$ cat src/awm_pkg.sv
// Shared types, widths and register codes for the ADC window level meter.
package awm_pkg;

  localparam int ADC_BITS   = 12;
  localparam int COUNT_BITS = 16;
  localparam int SUM_BITS   = ADC_BITS + COUNT_BITS;
  localparam int SPAN_BITS  = 13;
  localparam int STEP_BITS  = $clog2(ADC_BITS);
  localparam int QPTR_BITS  = 2;
  localparam int QDEPTH     = 2 ** QPTR_BITS;
  localparam int ADDR_BITS  = 5;
  localparam int DATA_BITS  = 32;

  localparam logic [2:0] REG_CLIP_LOW  = 3'd0;
  localparam logic [2:0] REG_CLIP_HIGH = 3'd1;
  localparam logic [2:0] REG_LOW_SPAN  = 3'd2;
  localparam logic [2:0] REG_GOOD_SPAN = 3'd3;
  localparam logic [2:0] REG_HIGH_SPAN = 3'd4;

  typedef enum logic [1:0] {
    LVL_LOW  = 2'd0,
    LVL_GOOD = 2'd1,
    LVL_HIGH = 2'd2,
    LVL_CLIP = 2'd3
  } level_t;

  // One closed window as handed from the accumulator to the result stage.
  typedef struct packed {
    logic [ADC_BITS-1:0]   min_code;
    logic [ADC_BITS-1:0]   max_code;
    logic [SUM_BITS-1:0]   sum;
    logic [COUNT_BITS-1:0] count;
  } window_rec_t;

  typedef struct packed {
    logic full;
    logic empty;
  } q_stat_t;

  typedef struct packed {
    logic [ADC_BITS-1:0]  clip_low;
    logic [ADC_BITS-1:0]  clip_high;
    logic [SPAN_BITS-1:0] low_span;
    logic [SPAN_BITS-1:0] good_span;
    logic [SPAN_BITS-1:0] high_span;
  } cfg_t;

endpackage

$ cat src/awm_front.sv
// Window accumulator: tracks min, max, sum and count and closes a window on the last beat.
module awm_front import awm_pkg::*; (
  input  logic                clk,
  input  logic                rst_n,
  input  logic                in_valid,
  output logic                in_stall,
  input  logic [ADC_BITS-1:0] in_sample_code,
  input  logic                in_window_last,
  input  q_stat_t             q_stat,
  output logic                q_push,
  output window_rec_t         q_wdata
);

  logic [ADC_BITS-1:0]   min_r, min_nxt;
  logic [ADC_BITS-1:0]   max_r, max_nxt;
  logic [SUM_BITS-1:0]   sum_r, sum_nxt;
  logic [COUNT_BITS-1:0] cnt_r, cnt_nxt;
  logic                  accept;

  assign in_stall = q_stat.full;
  assign accept   = in_valid && !in_stall;
  assign q_push   = accept && in_window_last;

  always_comb begin
    min_nxt = (in_sample_code < min_r) ? in_sample_code : min_r;
    max_nxt = (in_sample_code > max_r) ? in_sample_code : max_r;
    sum_nxt = sum_r;
    cnt_nxt = cnt_r;
    // Sum and count freeze at the count bound; min and max keep tracking.
    if (cnt_r != {COUNT_BITS{1'b1}}) begin
      sum_nxt = sum_r + SUM_BITS'(in_sample_code);
      cnt_nxt = cnt_r + 1'b1;
    end
  end

  assign q_wdata = '{min_code: min_nxt, max_code: max_nxt, sum: sum_nxt, count: cnt_nxt};

  always_ff @(posedge clk) begin
    if (!rst_n) begin
      min_r <= {ADC_BITS{1'b1}};
      max_r <= '0;
      sum_r <= '0;
      cnt_r <= '0;
    end else if (accept) begin
      if (in_window_last) begin
        min_r <= {ADC_BITS{1'b1}};
        max_r <= '0;
        sum_r <= '0;
        cnt_r <= '0;
      end else begin
        min_r <= min_nxt;
        max_r <= max_nxt;
        sum_r <= sum_nxt;
        cnt_r <= cnt_nxt;
      end
    end
  end

endmodule

$ cat src/awm_queue.sv
// Small queue of closed windows between the accumulator and the result stage.
module awm_queue import awm_pkg::*; (
  input  logic        clk,
  input  logic        rst_n,
  input  logic        push,
  input  window_rec_t wdata,
  input  logic        pop,
  output window_rec_t rdata,
  output q_stat_t     stat
);

  window_rec_t          mem_r [QDEPTH];
  logic [QPTR_BITS-1:0] wr_ptr_r;
  logic [QPTR_BITS-1:0] rd_ptr_r;
  logic [QPTR_BITS:0]   fill_r;

  assign stat.full  = (fill_r == (QPTR_BITS+1)'(QDEPTH));
  assign stat.empty = (fill_r == '0);
  assign rdata      = mem_r[rd_ptr_r];

  always_ff @(posedge clk) begin
    if (push) begin
      mem_r[wr_ptr_r] <= wdata;
    end
  end

  always_ff @(posedge clk) begin
    if (!rst_n) begin
      wr_ptr_r <= '0;
      rd_ptr_r <= '0;
      fill_r   <= '0;
    end else begin
      if (push) wr_ptr_r <= wr_ptr_r + 1'b1;
      if (pop)  rd_ptr_r <= rd_ptr_r + 1'b1;
      case ({push, pop})
        2'b10:   fill_r <= fill_r + 1'b1;
        2'b01:   fill_r <= fill_r - 1'b1;
        default: fill_r <= fill_r;
      endcase
    end
  end

endmodule

$ cat src/awm_back.sv
// Result stage: serial average division, span, level grading and the output register.
module awm_back import awm_pkg::*; (
  input  logic                clk,
  input  logic                rst_n,
  input  cfg_t                cfg,
  input  q_stat_t             q_stat,
  input  window_rec_t         q_rdata,
  output logic                q_pop,
  output logic                out_valid,
  input  logic                out_stall,
  output logic [ADC_BITS-1:0] out_min_code,
  output logic [ADC_BITS-1:0] out_max_code,
  output logic [ADC_BITS-1:0] out_avg_code,
  output logic [ADC_BITS-1:0] out_span_code,
  output logic [1:0]          out_level_status
);

  typedef enum logic [1:0] {S_IDLE, S_DIV, S_OUT} state_t;

  state_t                state_r;
  logic                  out_valid_r;
  logic [ADC_BITS-1:0]   min_r, max_r, span_r;
  level_t                lvl_r;
  logic [COUNT_BITS-1:0] div_r;
  logic [COUNT_BITS-1:0] rem_r, rem_nxt;
  logic [ADC_BITS-1:0]   quo_r, quo_nxt;
  logic [STEP_BITS-1:0]  step_r;
  logic [ADC_BITS-1:0]   omin_r, omax_r, oavg_r, ospan_r;
  level_t                olvl_r;

  logic [ADC_BITS-1:0]   span_nxt;
  logic [SPAN_BITS-1:0]  span_ext;
  level_t                lvl_nxt;
  logic [COUNT_BITS:0]   trial;
  logic                  fits;
  logic                  out_load;

  assign q_pop    = (state_r == S_IDLE) && !q_stat.empty;
  assign out_load = (state_r == S_OUT) && (!out_valid_r || !out_stall);

  always_comb begin
    span_nxt = (q_rdata.max_code >= q_rdata.min_code) ?
               (q_rdata.max_code - q_rdata.min_code) : '0;
    span_ext = SPAN_BITS'(span_nxt);
    if (q_rdata.min_code < cfg.clip_low || q_rdata.max_code > cfg.clip_high) begin
      lvl_nxt = LVL_CLIP;
    end else if (span_ext < cfg.low_span) begin
      lvl_nxt = LVL_LOW;
    end else if (span_ext < cfg.good_span) begin
      lvl_nxt = LVL_GOOD;
    end else if (span_ext < cfg.high_span) begin
      lvl_nxt = LVL_HIGH;
    end else begin
      lvl_nxt = LVL_CLIP;
    end
  end

  // One restoring division step: the quotient fits ADC_BITS since the
  // average never exceeds the largest sample.
  always_comb begin
    trial   = {rem_r, quo_r[ADC_BITS-1]} - {1'b0, div_r};
    fits    = ({rem_r, quo_r[ADC_BITS-1]} >= {1'b0, div_r});
    rem_nxt = fits ? trial[COUNT_BITS-1:0] : {rem_r[COUNT_BITS-2:0], quo_r[ADC_BITS-1]};
    quo_nxt = {quo_r[ADC_BITS-2:0], fits};
  end

  always_ff @(posedge clk) begin
    if (!rst_n) begin
      state_r     <= S_IDLE;
      out_valid_r <= 1'b0;
      step_r      <= '0;
    end else begin
      if (out_load) begin
        out_valid_r <= 1'b1;
      end else if (out_valid_r && !out_stall) begin
        out_valid_r <= 1'b0;
      end
      unique case (state_r)
        S_IDLE: begin
          if (!q_stat.empty) begin
            min_r   <= q_rdata.min_code;
            max_r   <= q_rdata.max_code;
            span_r  <= span_nxt;
            lvl_r   <= lvl_nxt;
            div_r   <= q_rdata.count;
            rem_r   <= q_rdata.sum[SUM_BITS-1:ADC_BITS];
            quo_r   <= q_rdata.sum[ADC_BITS-1:0];
            step_r  <= '0;
            state_r <= S_DIV;
          end
        end
        S_DIV: begin
          rem_r  <= rem_nxt;
          quo_r  <= quo_nxt;
          step_r <= step_r + 1'b1;
          if (step_r == STEP_BITS'(ADC_BITS - 1)) state_r <= S_OUT;
        end
        S_OUT: begin
          if (out_load) begin
            omin_r  <= min_r;
            omax_r  <= max_r;
            oavg_r  <= quo_r;
            ospan_r <= span_r;
            olvl_r  <= lvl_r;
            state_r <= S_IDLE;
          end
        end
        default: state_r <= S_IDLE;
      endcase
    end
  end

  assign out_valid        = out_valid_r;
  assign out_min_code     = omin_r;
  assign out_max_code     = omax_r;
  assign out_avg_code     = oavg_r;
  assign out_span_code    = ospan_r;
  assign out_level_status = olvl_r;

endmodule

$ cat src/adc_window_level_meter.sv
// Top level of the ADC window level meter: register port, accumulator, queue and result stage.
//
// Input channel: one 12-bit sample per beat with a last-of-window flag. The
// accumulator takes a beat every cycle while the window queue has room.
// On the flagged beat the window (min, max, sum, count) moves into a
// four-entry queue and the accumulators clear in the same cycle.
// Result channel: one beat per window with min, max, floor average, span and
// level status (0 low, 1 good, 2 high, 3 clip).
// The result stage takes one window at a time from the queue: it pops the
// window while idle, runs the 12-step serial divider that forms the average
// and then loads the output register, so windows that arrive faster than it
// finishes them fill the queue and then stall the input until results drain.
// When out_stall is high the result is held in the output register; the
// divider finishes the next window and waits, and the queue keeps absorbing.
// Reset (rst_n low, synchronous) clears the accumulators, the queue and the
// output valid and loads the threshold registers with their defaults.
// Registers sit at byte addresses 0, 4, 8, 12 and 16 on the APB port;
// writes are meant to happen only while no window is in flight.
module adc_window_level_meter import awm_pkg::*; (
  input  logic                 clk,
  input  logic                 rst_n,
  input  logic                 psel,
  input  logic                 penable,
  input  logic                 pwrite,
  input  logic [ADDR_BITS-1:0] paddr,
  input  logic [DATA_BITS-1:0] pwdata,
  output logic [DATA_BITS-1:0] prdata,
  output logic                 pready,
  input  logic                 in_valid,
  output logic                 in_stall,
  input  logic [ADC_BITS-1:0]  in_sample_code,
  input  logic                 in_window_last,
  output logic                 out_valid,
  input  logic                 out_stall,
  output logic [ADC_BITS-1:0]  out_min_code,
  output logic [ADC_BITS-1:0]  out_max_code,
  output logic [ADC_BITS-1:0]  out_avg_code,
  output logic [ADC_BITS-1:0]  out_span_code,
  output logic [1:0]           out_level_status
);

  cfg_t        cfg_r;
  logic        wr_en;
  logic [2:0]  reg_idx;
  q_stat_t     q_stat;
  logic        q_push;
  logic        q_pop;
  window_rec_t q_wdata;
  window_rec_t q_rdata;

  assign pready  = 1'b1;
  assign reg_idx = paddr[ADDR_BITS-1:2];
  assign wr_en   = psel && penable && pwrite;

  always_ff @(posedge clk) begin
    if (!rst_n) begin
      cfg_r.clip_low  <= ADC_BITS'(41);
      cfg_r.clip_high <= ADC_BITS'(4054);
      cfg_r.low_span  <= SPAN_BITS'(310);
      cfg_r.good_span <= SPAN_BITS'(2482);
      cfg_r.high_span <= SPAN_BITS'(3723);
    end else if (wr_en) begin
      unique case (reg_idx)
        REG_CLIP_LOW:  cfg_r.clip_low  <= pwdata[ADC_BITS-1:0];
        REG_CLIP_HIGH: cfg_r.clip_high <= pwdata[ADC_BITS-1:0];
        REG_LOW_SPAN:  cfg_r.low_span  <= pwdata[SPAN_BITS-1:0];
        REG_GOOD_SPAN: cfg_r.good_span <= pwdata[SPAN_BITS-1:0];
        REG_HIGH_SPAN: cfg_r.high_span <= pwdata[SPAN_BITS-1:0];
        default: ;
      endcase
    end
  end

  always_comb begin
    unique case (reg_idx)
      REG_CLIP_LOW:  prdata = DATA_BITS'(cfg_r.clip_low);
      REG_CLIP_HIGH: prdata = DATA_BITS'(cfg_r.clip_high);
      REG_LOW_SPAN:  prdata = DATA_BITS'(cfg_r.low_span);
      REG_GOOD_SPAN: prdata = DATA_BITS'(cfg_r.good_span);
      REG_HIGH_SPAN: prdata = DATA_BITS'(cfg_r.high_span);
      default:       prdata = '0;
    endcase
  end

  awm_front u_front (
    .clk            (clk),
    .rst_n          (rst_n),
    .in_valid       (in_valid),
    .in_stall       (in_stall),
    .in_sample_code (in_sample_code),
    .in_window_last (in_window_last),
    .q_stat         (q_stat),
    .q_push         (q_push),
    .q_wdata        (q_wdata)
  );

  awm_queue u_queue (
    .clk   (clk),
    .rst_n (rst_n),
    .push  (q_push),
    .wdata (q_wdata),
    .pop   (q_pop),
    .rdata (q_rdata),
    .stat  (q_stat)
  );

  awm_back u_back (
    .clk              (clk),
    .rst_n            (rst_n),
    .cfg              (cfg_r),
    .q_stat           (q_stat),
    .q_rdata          (q_rdata),
    .q_pop            (q_pop),
    .out_valid        (out_valid),
    .out_stall        (out_stall),
    .out_min_code     (out_min_code),
    .out_max_code     (out_max_code),
    .out_avg_code     (out_avg_code),
    .out_span_code    (out_span_code),
    .out_level_status (out_level_status)
  );

`ifndef NO_ASSERTIONS
  a_no_push_full: assert property (@(posedge clk) disable iff (!rst_n)
    q_push |-> !q_stat.full) else $error("window pushed into a full queue");

  a_no_pop_empty: assert property (@(posedge clk) disable iff (!rst_n)
    q_pop |-> !q_stat.empty) else $error("window popped from an empty queue");

  a_avg_in_range: assert property (@(posedge clk) disable iff (!rst_n)
    out_valid |-> (out_avg_code >= out_min_code) && (out_avg_code <= out_max_code))
    else $error("average outside the min/max range");

  a_span_match: assert property (@(posedge clk) disable iff (!rst_n)
    out_valid |-> (out_span_code == out_max_code - out_min_code))
    else $error("span does not equal max minus min");
`endif

endmodule
$ cat config.mk
export PLATFORM = sky130hd
export DESIGN_NAME = adc_window_level_meter
export DESIGN_NICKNAME = d
export VERILOG_FILES = /design/src/awm_pkg.sv /design/src/awm_front.sv /design/src/awm_queue.sv /design/src/awm_back.sv /design/src/adc_window_level_meter.sv
export SDC_FILE = /design/constraint.sdc
export NUM_CORES = 1
export LEC_CHECK = 0
export ABC_AREA = 1
export BUFFER_PORTS_ARGS = -buffer_cell sky130_fd_sc_hd__buf_2
export CORE_MARGIN = 8
export CORE_UTILIZATION = 56
export CTS_BUF_LIST = sky130_fd_sc_hd__clkbuf_8
export CTS_CLUSTER_DIAMETER = 40
export CTS_CLUSTER_SIZE = 12
export DETAILED_ROUTE_END_ITERATION = 10
export MAX_ROUTING_LAYER = met4
export PLACE_DENSITY_LB_ADDON = 0.08
export SLEW_MARGIN = 40
export SYNTH_ARGS = -nofsm -noshare
export SYNTH_HDL_FRONTEND = slang
export SYNTH_SLANG_ARGS = --single-unit
$ cat constraint.sdc
create_clock -name clk -period 4.9 [get_ports clk]
set_clock_uncertainty 0.1 [all_clocks]
set_input_delay 0.98 -clock clk [delete_from_list [all_inputs] [get_ports clk]]
set_output_delay 0.98 -clock clk [all_outputs]
set_load 0.02 [all_outputs]
==> results by group <==
Timing
  – Crit path time final: 4554 ps
  – Unrepaired setup endpoints after global routing: no
  – Rel. slew slack: 0.4633
  – Setup ws final: 346.0 ps
  – Fmax: 219.6 MHz
  – Slew Viols, Final: 0
  – Setup violations, final: 0
  – Endpoints failing hold: 0
  – Worst-margin pin slew: 797.8 ps
  – Final clock period utilization by the worst path: 0.9294
  – Setup TNS: 0 ps

CTS
  – Worst-Skew Late Latency: 660 ps
  – Maximum buffer depth of the clock tree: 3
  – # clock sinks: 551
  – # Post-CTS Setup Buffers: 0
  – CTS Root Cell: clkbuf_8
  – H-tree depth: 3
  – CTS tree: built
  – Clock slew seen by the registers of the worst setup and hold paths: 70 ps
  – TritonCTS Buffers: 81

Logic synthesis
  – Post-synthesis sequential area ratio: 0.5925
  – Ranking of synthesized cells by area: edfxtp_1 48%, dfxtp_1 12%, nand2_1 6.3%, ha_1 6.0%, o21ai_0 5.0%
  – Syn. warnings: 0
  – Synthesized area per cell: 10.09 um^2
  – Synth cell count leaders: 429 x nand2_1, 404 x edfxtp_1, 254 x o21ai_0
  – Mapped Area: 25440 um^2
  – EDFF count, synth: 404
  – Yosys cell types: 59
  – Post-synth top area share: 0.4768
  – Cells after Synth: 2522
  – Prevailing post-synth register cell: edfxtp_1
  – Yosys top cell by area: edfxtp_1
  – Post-synth ARST share: 0
  – Cell with the most instances after synthesis: nand2_1
  – Flops & latches, synth: 551

Cells and area
  – Layout cells sized above 1: 0.1251
  – Layout area overhead: 11.97%
  – Multi-input logic area: 8967 um^2
  – Cell Count, Final, Fillers Out: 3318
  – N_diodes: 0
  – Fin nets: 2838
  – Register Area: 15080 um^2
  – Fill cells: 3686

Min path
  – Worst Hold Launch: u_back.min_r[6]
  – HP Class: flip-flop to flip-flop

Placement
  – Placed Cells: 3171
  – Placed wire-length estimate: 42090 um
  – Placement Setup Slack: 245.5 ps
  – RD Place Congestion: 0.8588
  – Input/output buffers: 100

Power
  – Peak VDD IR: 289.5 uV
  – Pleak: 11.24 nW
  – PD cells: 535.1 nW/um^2

Run
  – MaxCap Viol Count: 0

Detailed routing
  – Post-DRT Antenna Nets: 0
  – DRC Markers: 0
  – Number of DRC markers in iteration 0: 1518
  – Detailed-route wire length: 61400 um
  – Wirelength per Cell: 18.51 um
  – Vias/cell: 5.554
  – Pre-antenna DRT Iters: 5
  – Via count: 18430

Setup path
  – Data required time of the critical path: 5200 ps
  – Critical Path AT: 4860 ps
  – CP Launch Type: flip-flop
  – Worst setup endpoint: u_back.lvl_r[1]
  – WS Path Type: flip-flop to flip-flop
  – Reg2Reg Setup Slack: 350 ps
  – Worst Setup End Kind: flip-flop
  – CP Max Fanout: 25
  – Worst r2r path cells: 22
  – Reg2Reg Capture Point: u_back.lvl_r[1]

Floorplan
  – Die area: 52510 um^2
  – Die Ht: 229.2 um
  – Top Ports: 142
  – # rows: 78
  – Initial Utilization: 0.5643
  – Core area: 45090 um^2
  – Die width: 229.2 um

GRT
  – Largest net degree at the start of global routing: 74
  – GRT Util Overall: 0.2345
  – Vias in the first global route: 17610
  – GRT overflow: 0
  – Met3 usage in global routing: 0.04104
  – Initial antenna violation count: 1
  – GR peak layer: met2
  – Global-route track usage on met2: 0.3479
  – Met1 usage: 0.3326
  – Global-route wire length before repair: 95630 um

Outcome
  – Status: completed
==> per-stage QoR <==
stage / total power, mW / hold WS [ps] / area (um^2) / util
final: 15.25 / 310.5 / 28490 / 0.6318
after global routing: 16.21 / 326.0 / 28490 / 0.6318
after CTS: 15.31 / 313.7 / 28480 / 0.6316
after detailed placement: 11.25 / 304.5 / 26690 / 0.5920
after global placement: 11.09 / 302.3 / 26690 / 0.5919
after floorplan: 9.550 / 300.3 / 25510 / -
==> worst min-delay path by stage <==
stage               depth (start not counted)  slack (ps)                          to
detailed placement                          0         300      u_back.out_min_code[0]
CTS                                         0         310      u_back.out_min_code[6]
global placement                            0         300     u_back.out_span_code[1]
floorplan                                   0         300  u_back.out_level_status[0]
finish                                      0         310      u_back.out_min_code[6]
global route                                0         330      u_back.out_min_code[6]
==> final cells by class <==
class                           count  share of cell area
Multi-Input combinational cell   1609              0.3148
Timing Repair Buffer              155             0.03307
Clock buffer                       85             0.04106
Clock inverter                     62             0.02156
Sequential cell                   551              0.5293
Inverter                          256             0.03386
Tap cell                          600             0.02635
==> repair_timing <==
item	4_1_cts	5_1_grt
gates resized for setup	0	3
hold buffers	0	0
setup endpoints to repair	0	2
==> layer usage <==
| layer | part of all wire | routed length [um] |
|---|---|---|
| met1 | 0.47 | 29000 |
| met2 | 0.44 | 27170 |
| met3 | 0.066 | 4042 |
| met4 | 0.019 | 1187 |
| met5 | 0 | 0 |
==> sequential cells by signal, summed over array words and instances, names as in the netlist, 16 cells and up, named ones only <==
name,cells
u_back.div_r,16
u_queue.mem_r,272
u_front.cnt_r,16
cfg_r,63
u_front.sum_r,28
u_back.rem_r,16
==> kinds of logic after synthesis <==
| family | Yosys count | share of synthesized area |
|---|---|---|
| AOI/OAI and AO/OA | 646 | 0.1423 |
| xor gates and xnor gates | 44 | 0.01692 |
| adders and majority gates | 127 | 0.06363 |
| buffers and inverters | 380 | 0.06054 |
| DFF | 551 | 0.5925 |
| other | 2 | 0.0002952 |
| and+or+nand+nor | 772 | 0.1238 |
==> critical path, stage by stage, from the launching register on <==
cell and delay (ps):
dfxtp_2 410, inv_4 260, buf_4 270, a21oi_1 60, a32oi_1 290, inv_1 80
ha_1 360, a21oi_1 190, o21ai_0 90, a21oi_1 250, o21ai_0 180, a21oi_1 170
o21bai_1 110, o21ai_0 200, a21oi_1 70, buf_4 170, ha_1 290, nand4_1 120
inv_1 50, a221oi_1 280, nand2_1 150, nand2_1 90, nand2_1 40
==> report_power, final <==
part           total [mW]  internal (mW)  switching (mW)
combinational        5.32           1.77            3.55
clock                4.04           2.12            1.92
sequential           5.88           5.70           0.182
total                15.2           9.59            5.65
==> cell usage in the layout, fill, tap and decap left out, drive strengths merged, types with 2 or more instances in the layout <==
master / n
a21boi: 7
a221oi: 12
a21oi: 226
conb: 20
clkinvlp: 10
inv: 286
nor2: 235
o22ai: 51
o211ai: 29
xnor2: 20
or2: 6
o21a: 3
a21o: 5
nand4: 19
and2: 3
clkinv: 14
nand3b: 3
ha: 123
edfxtp: 404
clkbuf: 85
bufinv: 8
dfxtp: 147
o31ai: 2
nand3: 42
o221ai: 5
nand2: 435
o2111ai: 3
nor3: 24
xor2: 24
a32oi: 13
buf: 155
a31oi: 12
o21ai: 269
fa: 4
nor4: 3
o21bai: 4
Power figures use the tool's default switching activity.
